### src/rtl/fnr_pkg.sv
// Shared types and constants for the facet normal repair block.
package fnr_pkg;

   typedef struct packed {
      logic signed [31:0] stored_nx;
      logic signed [31:0] stored_ny;
      logic signed [31:0] stored_nz;
      logic signed [31:0] v1_x;
      logic signed [31:0] v1_y;
      logic signed [31:0] v1_z;
      logic signed [31:0] v2_x;
      logic signed [31:0] v2_y;
      logic signed [31:0] v2_z;
      logic signed [31:0] v3_x;
      logic signed [31:0] v3_y;
      logic signed [31:0] v3_z;
   } req_type;

   typedef struct packed {
      logic signed [31:0] pos_x;
      logic signed [31:0] pos_y;
      logic signed [31:0] pos_z;
      logic signed [31:0] norm_x;
      logic signed [31:0] norm_y;
      logic signed [31:0] norm_z;
      logic [1:0]         corner;
      logic               repaired;
      logic               last;
   } rsp_type;

   typedef struct packed {
      req_type     req;
      logic        repaired;
      logic [2:0]  neg;
      logic [30:0] ax;
      logic [30:0] ay;
      logic [30:0] az;
   } mid_type;

   localparam int unsigned ISQ_LAT = 32;
   localparam int unsigned FRONT_LAT = 9;
   localparam logic [16:0] THRESHOLD_RESET = 17'd6554;
   localparam logic        REG_REPAIR_THRESHOLD = 1'b0;
   localparam logic [1:0]  CORNER_FIRST = 2'd0;
   localparam logic [1:0]  CORNER_MID = 2'd1;
   localparam logic [1:0]  CORNER_LAST = 2'd2;

endpackage

### src/rtl/fnr_isqrt.sv
// Pipelined integer square root, one result bit per stage.
module fnr_isqrt
   import fnr_pkg::*;
(
   input  logic        clock,
   input  logic [63:0] radicand,
   output logic [31:0] root
);

   logic [33:0] rem_ff  [ISQ_LAT];
   logic [31:0] root_ff [ISQ_LAT];
   logic [63:0] rest_ff [ISQ_LAT];
   logic [33:0] rem_in  [ISQ_LAT];
   logic [31:0] root_in [ISQ_LAT];
   logic [63:0] rest_in [ISQ_LAT];
   logic [33:0] rem_s   [ISQ_LAT+1];
   logic [31:0] root_s  [ISQ_LAT+1];
   logic [63:0] rest_s  [ISQ_LAT+1];

   assign rem_s[0]  = '0;
   assign root_s[0] = '0;
   assign rest_s[0] = radicand;

   for (genvar k = 0; k < ISQ_LAT; k++) begin : g_stage
      logic [33:0] r4;
      logic [33:0] trial;
      logic        ge;
      always_comb begin
         r4         = {rem_s[k][31:0], rest_s[k][63:62]};
         trial      = {root_s[k], 2'b01};
         ge         = r4 >= trial;
         rem_in[k]  = ge ? r4 - trial : r4;
         root_in[k] = {root_s[k][30:0], ge};
         rest_in[k] = {rest_s[k][61:0], 2'b00};
      end
      always_ff @(posedge clock) begin
         rem_ff[k]  <= rem_in[k];
         root_ff[k] <= root_in[k];
         rest_ff[k] <= rest_in[k];
      end
      assign rem_s[k+1]  = rem_ff[k];
      assign root_s[k+1] = root_ff[k];
      assign rest_s[k+1] = rest_ff[k];
   end

   assign root = root_s[ISQ_LAT];

endmodule

### config.mk
export PLATFORM = sky130hd
export DESIGN_NAME = fnr_isqrt
export DESIGN_NICKNAME = d
export VERILOG_FILES = /design/src/rtl/fnr_pkg.sv /design/src/rtl/fnr_isqrt.sv
export SDC_FILE = /design/constraint.sdc
export NUM_CORES = 2
export LEC_CHECK = 0
export BUFFER_PORTS_ARGS = -buffer_cell sky130_fd_sc_hd__buf_4
export CORE_UTILIZATION = 55
export DETAILED_ROUTE_END_ITERATION = 12
export GPL_ROUTABILITY_DRIVEN = 0
export HOLD_SLACK_MARGIN = 0.02
export PLACE_DENSITY = 0.78
export SLEW_MARGIN = 10
export SYNTH_ARGS = -nofsm -noshare
export SYNTH_HDL_FRONTEND = slang
export SYNTH_MEMORY_MAX_BITS = 65536
export SYNTH_SLANG_ARGS = --single-unit
export TNS_END_PERCENT = 30
### constraint.sdc
create_clock -name clock -period 5.55 [get_ports clock]
set_input_delay 0.555 -clock clock [delete_from_list [all_inputs] [get_ports clock]]
set_output_delay 0.555 -clock clock [all_outputs]
set_load 0.01 [all_outputs]
# Word level (Yosys, flattened, before mapping)
# Memories as Yosys holds them, arrays and structs flattened.
# Cells that the tools add are included.
# op_classes
add_sub_neg,32
magnitude_cmp,32
n_mux,32
# ops
operator,count
two-way mux 34 bit,32
>= comparator 34 bit,31
subtractor 34 bit,31
subtractor 2 x 1 -> 3 bit (second input constant),1
>= comparator 2 x 1 -> 1 bit (second input constant),1
# totals
ff_bits,0
mem_bits_rw,4096
inputBits,65
output_inout_bits,32
word_cells,99
mem_count,3
# mem_list
memory,words,width,rd,rd_ports_with_merged_regs,wr,line_no,source
rest_ff,32,62,31,0,32,fnr_isqrt.sv:12,logic [63:0] rest_ff [ISQ_LAT];
rem_ff,32,34,31,0,32,fnr_isqrt.sv:10,logic [33:0] rem_ff [ISQ_LAT];
root_ff,32,32,32,0,32,fnr_isqrt.sv:11,logic [31:0] root_ff [ISQ_LAT];

# Logic depth before layout (Yosys ltp)
# An unclocked memory read counts as a cell.
# logic_depth
depth_word,3
ltp_mapped,15
depth_no_buf,13

# Least setup slack after synthesis
# OpenSTA, ideal clock, no wires.
# synth_timing
kind,register -> register
startpoint,memory root_ff[21][0] (netlist: root_ff[1][160])
endpoint,memory rem_ff[22][13] (netlist: rem_ff[1][217])
setup_time_ps,121
t_arrival_ps,3145
required_time_ps,5429
slack_ps,2285
stages_incl_launch_ff,14
path_buffers,2
period_less_slack_ps,3265
cell_sequence,dfxtp_1 inv_1 ha_1 nor2b_1 o31a_1 o31a_1 nor4b_1 o31ai_1 a311oi_1 o21a_1 o21a_1 buf_2 buf_2 mux2_2
# synth_lines
item,line_no
from (decl),fnr_isqrt.sv:11
to (decl),fnr_isqrt.sv:10

==> metrics.txt <==
status=finished clean; Post-Syn Nets=9390; via-per-instance ratio=5.43; total congestion overflow=0; HP Class=reg2reg; via count=61800; worst-skew pair later-pin latency=0.86 ns; Worst-path clk slew=0.06 ns; Hold Path Stages=0; first-pass GRT wire length=302000 um; top-area cell type share of the netlist area=0.553; H-tree depth=4; Max-Slew Margin vs Limit=0.212; Leakage=47.5 nW; total power=0.0477 W; Fin Hold WS=0.297 ns; EDFF count, synth=0; CP Capture Type=flop; synthesized instance count=8764; Cell Rows=147; die area=164000 um^2; Die W=405 um; Pins Over Slew Limit=0; Peak supply drop=0.371 mV; CTS tree=done; most common cell in the netlist=dfxtp_1; Final Skew=0.0535 ns; fmax=0.240 GHz; RSZ-0062 raised after global routing=false; vias in the first global route=60600; flops & latches, synth=2465; post-synthesis sequential area ratio=0.553; Synth top cells by count=dfxtp_1, nand2_1, inv_1, ha_1, o21ai_0; num ports=97; critical path class=reg2reg; share of layout cells above drive strength 1=0.0698; GRT Overall Usage=0.224; CP Launch Type=flop; Yosys cell types=93; Synth Flop Type=dfxtp_1; area grow syn2layout=13.4%; Yosys warning count=0; Mean Syn Cell Area=10.2 um^2; ys async rst share=0; DP HPWL=135000 um; Antenna Violating Nets Remaining=0; CTS root buffer=clkbuf_16; placed cell areas=92200 um^2; CP max FO=32; final period utilization=0.750; largest area contributor in the netlist=dfxtp_1; Final Hold Fails=0; Port Buf Inserts=96; mapped cell area=89200 um^2; Nets=9641; DRC=0; drt initial violations=4543; antenna violations before repair=2; crit path time final=4.16 ns; max_cap viols=0; Initial Util=0.555; post-layout instance area=101000 um^2; CTS Sinks=2465; pin count of the biggest net entering global routing=56; First-pass DRT Iterations=8; mean routed wirelength per cell=16.4 um; setup TNS=0 ns; Critical Path AT=4.87 ns; FF-to-FF path depth=12; Least-Margin Pin Slew=1.18 ns; worst-case clock buffer depth=3; die height=405 um; # setup viols final=0; worst path required time=6.25 ns; Detailed Route WL=186000 um; cts bufs inserted=229; core area=161000 um^2; Pwr Density=472 nW/um^2; Synth area leaders=dfxtp_1, ha_1, xor2_1
layer usage:
layer,share of wire,GRT usage
met1,0.42,0.274
met2,0.47,0.378
met3,0.059,0.0391
met4,0.047,0.112
met5,0.00015,0
power by group:
part           internal (W)  leakage, nW  switching (W)
sequential           0.0207         20.6        0.00240
clock               0.00976         4.02        0.00672
combinational       0.00357         22.8        0.00457
area by class of cell:
class,count,area [um^2]
fillers,12400,59600
flip-flops and latches,2465,49300
multi-input cells,5439,36700
clock buffers,326,6710
well taps,2160,2700
inverters,693,2600
repair buffers,187,1570
clock inverters,105,1530
diodes,1,2.50
what timing repair did:
item                                   in CTS  in global routing
gates resized for setup                     0                  0
endpoints found under the hold margin      65                  0
buffers inserted                            0                  0
hold buffers                               65                  0
path summary, 6_finish.rpt:
path,start,to,slack (ns)
worst max register to register,root_ff[1][96],rem_ff[1][138],1.39
worst min-delay path,rest_ff[0][722],rest_ff[0][786],0.30
worst min register to register,rest_ff[0][722],rest_ff[0][786],0.30
worst max-delay path,root_ff[1][96],rem_ff[1][138],1.39
critical path, cell delays in order (launching register included):
cell,delay (ns)
dfxtp_1,0.33
inv_1,0.05
ha_1,0.32
nor2b_1,0.17
o31ai_1,0.36
a211oi_1,0.16
a2111oi_2,0.44
o21a_1,0.27
a2111oi_0,0.16
o31a_1,0.44
nor2_2,0.85
buf_4,0.33
o21ai_0,0.12
registers in the layout, indices dropped and copies added (netlist names):
signal,count
rest_ff,992
root_ff,528
rem_ff,945
cell usage in the layout (no fill, tap or decap), drive strengths merged, types with 20 or more instances in the layout:
cell         count
ha             561
xnor2          388
mux2            45
nor2b           92
nand3b          26
bufinv          28
clkbuf         326
o21bai          41
o211ai          43
a31oi           46
dfxtp         2465
or2             38
and2            26
a21oi          460
clkinv          57
or3             74
xor2           402
nand4          113
nor4           105
dlygate4sd3     65
or4             46
and3            45
buf            122
o21a           100
nand2b         114
a21boi          20
o31ai           47
a211oi          48
nor2           478
a21o           215
inv            699
nand3          135
nand2          692
o21ai          560
nor3           221
logic make-up (layout without fill, tap and decap cells):
| group | count (synthesis) | count (layout) | share of synthesized area |
|---|---|---|---|
| and+or+nand+nor | 2269 | 2269 | 0.125 |
| buffers and inverters | 860 | 1311 | 0.0365 |
| AOI/OAI and AO/OA | 1766 | 1766 | 0.123 |
| other | 1 | 2 | 0.0000421 |
| muxes | 52 | 52 | 0.00647 |
| xor gates and xnor gates | 790 | 790 | 0.0776 |
| DFF | 2465 | 2465 | 0.553 |
| adders and majority gates | 561 | 561 | 0.0787 |
per-stage QoR:
step | utilization | std cells | setup slack (ns)
finish | 0.629 | 11400 | 1.39
global route | 0.629 | 11400 | 1.05
CTS | 0.629 | 11400 | 1.40
floorplan | - | 8764 | 2.28
detailed placement | 0.574 | 10900 | 1.46
global placement | 0.574 | 10900 | 1.57
Note: power is estimated with default switching activity, not from simulation.
