==> config.mk <==
export PLATFORM = sky130hd
export DESIGN_NAME = fnr_div
export DESIGN_NICKNAME = d
export VERILOG_FILES = /design/src/rtl/fnr_div.sv
export SDC_FILE = /design/constraint.sdc
export NUM_CORES = 2
export LEC_CHECK = 0
export BUFFER_PORTS_ARGS = -buffer_cell sky130_fd_sc_hd__buf_4
export CAP_MARGIN = 5
export CORE_MARGIN = 8
export CORE_UTILIZATION = 57
export CTS_CLUSTER_SIZE = 40
export DETAILED_ROUTE_END_ITERATION = 10
export GPL_TIMING_DRIVEN = 0
export PLACE_DENSITY = 0.76
export SYNTH_ARGS = -nofsm -noshare
export SYNTH_HDL_FRONTEND = slang
export SYNTH_SLANG_ARGS = --single-unit
==> constraint.sdc <==
create_clock -name clock -period 3.08 [get_ports clock]
set_input_delay 0.616 -clock clock [delete_from_list [all_inputs] [get_ports clock]]
set_output_delay 0.616 -clock clock [all_outputs]
set_load 0.005 [all_outputs]
==> src/rtl/fnr_div.sv <==
// Pipelined restoring divider giving a rounded unit-scale normal component.
module fnr_div #(
   parameter int unsigned FRAC_BITS = 16
) (
   input  logic                 clock,
   input  logic [30:0]          numer,
   input  logic [31:0]          denom,
   output logic [FRAC_BITS:0]   quot
);

   localparam int unsigned QW = FRAC_BITS + 1;
   localparam int unsigned NW = 32 + FRAC_BITS;

   logic [NW-1:0] n_ff;
   logic [31:0]   den_ff [QW+1];
   logic [32:0]   rem_ff [QW+1];
   logic [QW-1:0] low_ff [QW+1];
   logic [QW-1:0] q_ff   [QW+1];

   always_ff @(posedge clock) begin
      n_ff      <= {1'b0, numer, {FRAC_BITS{1'b0}}} + NW'(denom[31:1]);
      den_ff[0] <= denom;
   end

   always_comb begin
      rem_ff[0] = 33'(n_ff[NW-1:QW]);
      low_ff[0] = n_ff[QW-1:0];
      q_ff[0]   = '0;
   end

   for (genvar k = 0; k < QW; k++) begin : g_step
      logic [32:0] t;
      logic        ge;
      always_comb begin
         t  = {rem_ff[k][31:0], low_ff[k][QW-1]};
         ge = t >= 33'(den_ff[k]);
      end
      always_ff @(posedge clock) begin
         rem_ff[k+1] <= ge ? t - 33'(den_ff[k]) : t;
         low_ff[k+1] <= {low_ff[k][QW-2:0], 1'b0};
         q_ff[k+1]   <= {q_ff[k][QW-2:0], ge};
         den_ff[k+1] <= den_ff[k];
      end
   end

   assign quot = (den_ff[QW] == '0) ? '0 : q_ff[QW];

endmodule

## Yosys cells after proc, flatten, opt, wreduce, memory -nomap -nowiden

Memory sizes are Yosys's and may differ from the RTL's.
Index checks and enable logic that the tools add are counted.

| cells by class | value |
|---|---|
| add/sub/neg operators | 17 |
| $lt $le $gt $ge | 17 |
| muxes and demuxes | 17 |
| reduce and logical (&&, ||, !) cells | 1 |

Operators with widths:

| cell | number |
|---|---|
| $ge 33x32->1 | 16 |
| $mux 32 | 16 |
| $sub 32x32->32 | 16 |
| $add 47x31->48 | 1 |
| $ge 32x32->1 | 1 |
| $logic_not 32->1 | 1 |
| $mux 17 | 1 |

| word-level totals | value |
|---|---|
| bits in registers | 849 |
| memory bits (writable) | 576 |
| input bits | 64 |
| memories | 1 |

Memory list:

| memory | words | bits a word | read ports | clocked after Yosys merged registers in | wr ports | line | text |
|---|---|---|---|---|---|---|---|
| den_ff | 18 | 32 | 18 | 0 | 18 | 15 | `logic [31:0] den_ff [QW+1];` |

## Logic depth before layout (Yosys ltp)

An unclocked memory read counts as a cell.

| logic depth | value |
|---|---|
| word-level depth | 3 |
| gate-level depth with buffers | 15 |

## Worst setup path after synthesis

Ideal clock, no wire load.

| path | value |
|---|---|
| path kind | register to register |
| from | memory den_ff[13][4] |
| to | register rem_ff, in the netlist g_step[14].t[27] |
| setup time | 0.121 ns |
| data arrival time | 3.175 ns |
| data required time | 2.959 ns |
| path slack | -0.215 ns |
| cell stages (with the launch flop) | 14 |
| path buffers | 0 |
| clock period less this slack | 3.295 ns |
| path through | dfxtp_1 inv_1 ha_1 fa_1 and2b_1 o31a_2 o32ai_1 o21ai_0 a311oi_1 o41ai_1 a31oi_1 o21ai_0 xnor2_1 mux2_2 |

RTL lines:

| what | line | text |
|---|---|---|
| start: declaration | 15 |  |
| end signal: indexed assignment | 39 | `rem_ff[k+1] <= ge ? t - 33'(den_ff[k]) : t;` |
| end: declaration | 16 | `logic [32:0] rem_ff [QW+1];` |

==> impl_metrics.json <==
{
  "wirelength_mm": 174.2,
  "synth_ff_type": "dfxtp_1",
  "drv_slew": 0,
  "place.gp.congestion": 0.9477,
  "avgRoutedWirePerCell_um": 20.66,
  "worstSetupEndpointType": "flip-flop",
  "reg2regPathDepth": 15,
  "rsz0062_at_grt": "yes",
  "relSlewSlack_pct": 32.57,
  "critPathTopFamily": "compound AO/OA/AOI/OAI gates",
  "setup_tns_ns": -31.72,
  "r2r-end": "g_step[14].t[25]$_DFF_P_",
  "netlist_instances": 6441,
  "synth_nets": 7081,
  "min_period_over_period_pct": 113.3,
  "synth-seq-cells": 1273,
  "cts_tree": "done",
  "drive_gt1_share_pct": 22.51,
  "hold_path_startpoint": "numer[30]",
  "area_delta_synth_final_pct": 25.85,
  "start_kind": "flip-flop",
  "cts_inserted_buffers": 132,
  "grt_pass1_vias": 48803,
  "path_cells": "inv_4 > ha_4 > fa_2 > and2b_2 > o31a_4 > o32ai_4 > o21ai_4 > a311oi_2 > buf_4 > o41ai_4 > buf_4 > and3_1 > a31oi_1 > xnor2_1 > mux2_2",
  "h-tree-depth": 4,
  "slowest_stage": "o32ai_4",
  "yosysUniqueCellTypes": 89,
  "place_ws_ns": -1.712,
  "crit_top_cell": "buf_4",
  "cts.clk_slew.worst_paths_ns": 0.06,
  "grt_max_degree": 17,
  "setup_slack_ns": -0.4108,
  "max_stage_delay_ns": 0.41,
  "reg2reg_from": "den_ff[13][4]$_DFF_P_",
  "die_x_um": 339.5,
  "async_reset_ff_share_pct": 0,
  "die-area_um2": 115300,
  "dpl-instance-area_um2": 62130,
  "setup-violations-final": 208,
  "tightest_slew_ns": 1.002,
  "failed_checks": "DRC, setup timing",
  "hold_end": "n_ff[46]$_DFF_P_",
  "synth_area_um2": 59650,
  "fin_crit_ns": 3.491,
  "critical_path_class": "flip-flop to flip-flop",
  "worstSkewPairLatency_ns": 0.75,
  "ir_drop_mv": 0.8358,
  "fin_area_um2": 75070,
  "critical_path_required_ns": 3.71,
  "ant_nets": 0,
  "maxCapViolCount": 0,
  "synth_edf_count": 0,
  "seq_area_frac_synth_pct": 42.72,
  "post_drt_via_cell_ratio": 5.852,
  "initial_core_util_pct": 57.55,
  "p_leak_nw": 34.31,
  "firstDrtPassIters": 9,
  "num_vias": 49348,
  "drt_iter0_drc": 3933,
  "cts_sinks": 1273,
  "min_path_cells": 2,
  "pwr_density_cell_nw_per_um2": 1251,
  "fmax_ghz": 0.2865,
  "grt-ovfl-total": 0,
  "drc": 1,
  "crit_buf_inv": 3,
  "die_y_um": 339.5,
  "cts_max_path_buffers": 3,
  "hold_class": "primary input to flip-flop",
  "cts-root-buf": "clkbuf_16",
  "hpwlAfterDp_mm": 118.2,
  "holdWs_ns": 0.08435,
  "status": "finished, violations left",
  "yosysWarningCount": 0,
  "io_pins": 81,
  "grt_pass1_wl_mm": 257.4,
  "avgSynthCellArea_um2": 9.261,
  "grt.total_usage_pct": 27.39,
  "arrival_ns": 4.13,
  "nNetsFinal": 7591,
  "finalHoldViolCount": 0,
  "worstPathMaxFanout": 3,
  "rows": 118,
  "r2r_setup_slack_ns": -0.41,
  "antenna_found_initial": 5,
  "core_area_um2": 103600,
  "finalClockSkew_ns": 0.03306,
  "port_buffers": 79
}
worst max path at each step:
stage	end	depth (start not counted)	from	slack (ns)
2_1_floorplan	g_step[1].t[27]$_DFF_P_	14	n_ff[16]$_DFF_P_	-0.04
3_3_place_gp	g_step[12].t[29]$_DFF_P_	13	den_ff[11][1]$_DFF_P_	-1.58
3_5_place_dp	g_step[12].t[25]$_DFF_P_	13	den_ff[11][1]$_DFF_P_	-1.71
4_1_cts	g_step[1].t[19]$_DFF_P_	15	n_ff[16]$_DFF_P_	-0.27
5_1_grt	g_step[14].t[25]$_DFF_P_	15	den_ff[13][4]$_DFF_P_	-0.49
6_report	g_step[14].t[25]$_DFF_P_	15	den_ff[13][4]$_DFF_P_	-0.41
kinds of logic after synthesis:
| group | count (synthesis) | share of synthesized area [%] |
|---|---|---|
| AO/OA/AOI/OAI | 1711 | 17.88 |
| AND/OR/NAND/NOR | 1420 | 11.38 |
| flip-flops | 1273 | 42.72 |
| buffers and inverters | 796 | 5.105 |
| adder cells (fa/ha/maj) | 576 | 12.30 |
| XOR/XNOR | 451 | 6.622 |
| multiplexers | 214 | 3.996 |
synthesized netlist by cell type (12+ instances only):
library cell,number,area [µm²]
nor4_1,31,193.9
nand2_1,510,1914
o31a_1,22,192.7
a211oi_1,49,367.9
mux2_2,172,1937
a221oi_1,14,122.6
nor2b_1,81,506.7
a41oi_1,12,105.1
xnor2_1,263,2303
clkbuf_1,97,364.1
a21boi_0,20,150.1
dfxtp_1,1273,25480
a211o_1,13,113.9
o211ai_1,25,187.7
mux2i_1,21,210.2
ha_1,559,6994
and3_1,47,294.0
inv_1,661,2481
a31oi_1,45,281.5
nand2b_1,86,538.0
fa_1,17,340.3
mux2_1,21,236.5
nor3_1,60,300.3
nor2_1,288,1081
o21a_1,59,442.9
xor2_1,188,1647
nand4_1,98,613.1
o21ai_0,491,2457
and2_1,17,106.4
o21bai_1,52,390.4
a21o_1,283,2125
buf_2,28,140.1
nand3_1,118,590.6
a21oi_1,468,2342
or2_2,14,87.58
or3_1,18,112.6
and4_1,14,122.6
o31ai_1,30,225.2
a31o_2,13,113.9
per-stage QoR:
step	utilization (%)	cells	power [mW]
6_report	72.43	8432	93.92
4_1_cts	69.61	8326	87.63
3_5_place_dp	59.94	7900	63.11
5_1_grt	72.43	8431	98.94
2_1_floorplan	-	6441	53.34
3_3_place_gp	59.94	7900	62.37
state kept, by name, summed over array words and instances, names as in the netlist:
register / flops
den_ff: 576
q_ff: 153
n_ff: 32
g_step.t: 512
placed cells by master (no fill, tap or decap), types with 42 or more instances in the layout:
cell          n
mux2_4      117
nor2_1      256
a21oi_2      59
dfxtp_2      80
nand2_1     473
o21ai_0     375
xnor2_1     263
o21ai_2      68
o21bai_1     48
and3_1       42
xor2_1      187
nor3_1       55
o21a_1       57
clkbuf_16   150
ha_1        436
nand3_1     105
a21o_1      283
buf_4       308
a21oi_1     396
nand4_1      98
dfxtp_1    1178
mux2_2       76
ha_4         90
clkbuf_1     44
inv_1       620
nand2b_1     83
nor2b_1      64
area by class of cell:
class	count	area (µm²)
diodes	1	2.502
plain buffers	99	1095
clock buffers	177	3759
clock inverters	57	805.8
fillers	7043	28570
inverters	662	2522
multi-input cells	4372	35620
flip-flops and latches	1273	25640
well taps	1380	1727
repair buffers	411	3896
where the power goes:
group,internal (mW),switching [mW]
clock network,9.97,6.67
registers,21.7,3.46
logic,24.8,27.3
total,56.5,37.5
worst reg2reg max path: stages (launching register included):
cell and delay, ns:
dfxtp_4 0.36, inv_4 0.07, ha_4 0.16, fa_2 0.24, and2b_2 0.25, o31a_4 0.31
o32ai_4 0.41, o21ai_4 0.13, a311oi_2 0.27, buf_4 0.17, o41ai_4 0.09, buf_4 0.18
and3_1 0.17, a31oi_1 0.23, xnor2_1 0.09, mux2_2 0.26
metal layers:
layer  up-vias  part of all wire [%]  wire, µm  track usage (%)
met5         -                 0.021        37                0
met4         6                   7.1     12320            16.69
met3       624                   5.5      9548            4.113
met2      1850                    49     86080            49.13
met1     23401                    38     66200            30.43
li1      23467                     -         -                -
timing repair:
action                                 CTS  global route
gates resized for setup                871           557
hold buffers                            32             0
pin swaps                              167           237
setup buffers                          162           128
setup endpoints to repair              544           520
endpoints found under the hold margin   32             0
cloned                                  17            11
Note: power is estimated with default switching activity, not from simulation.
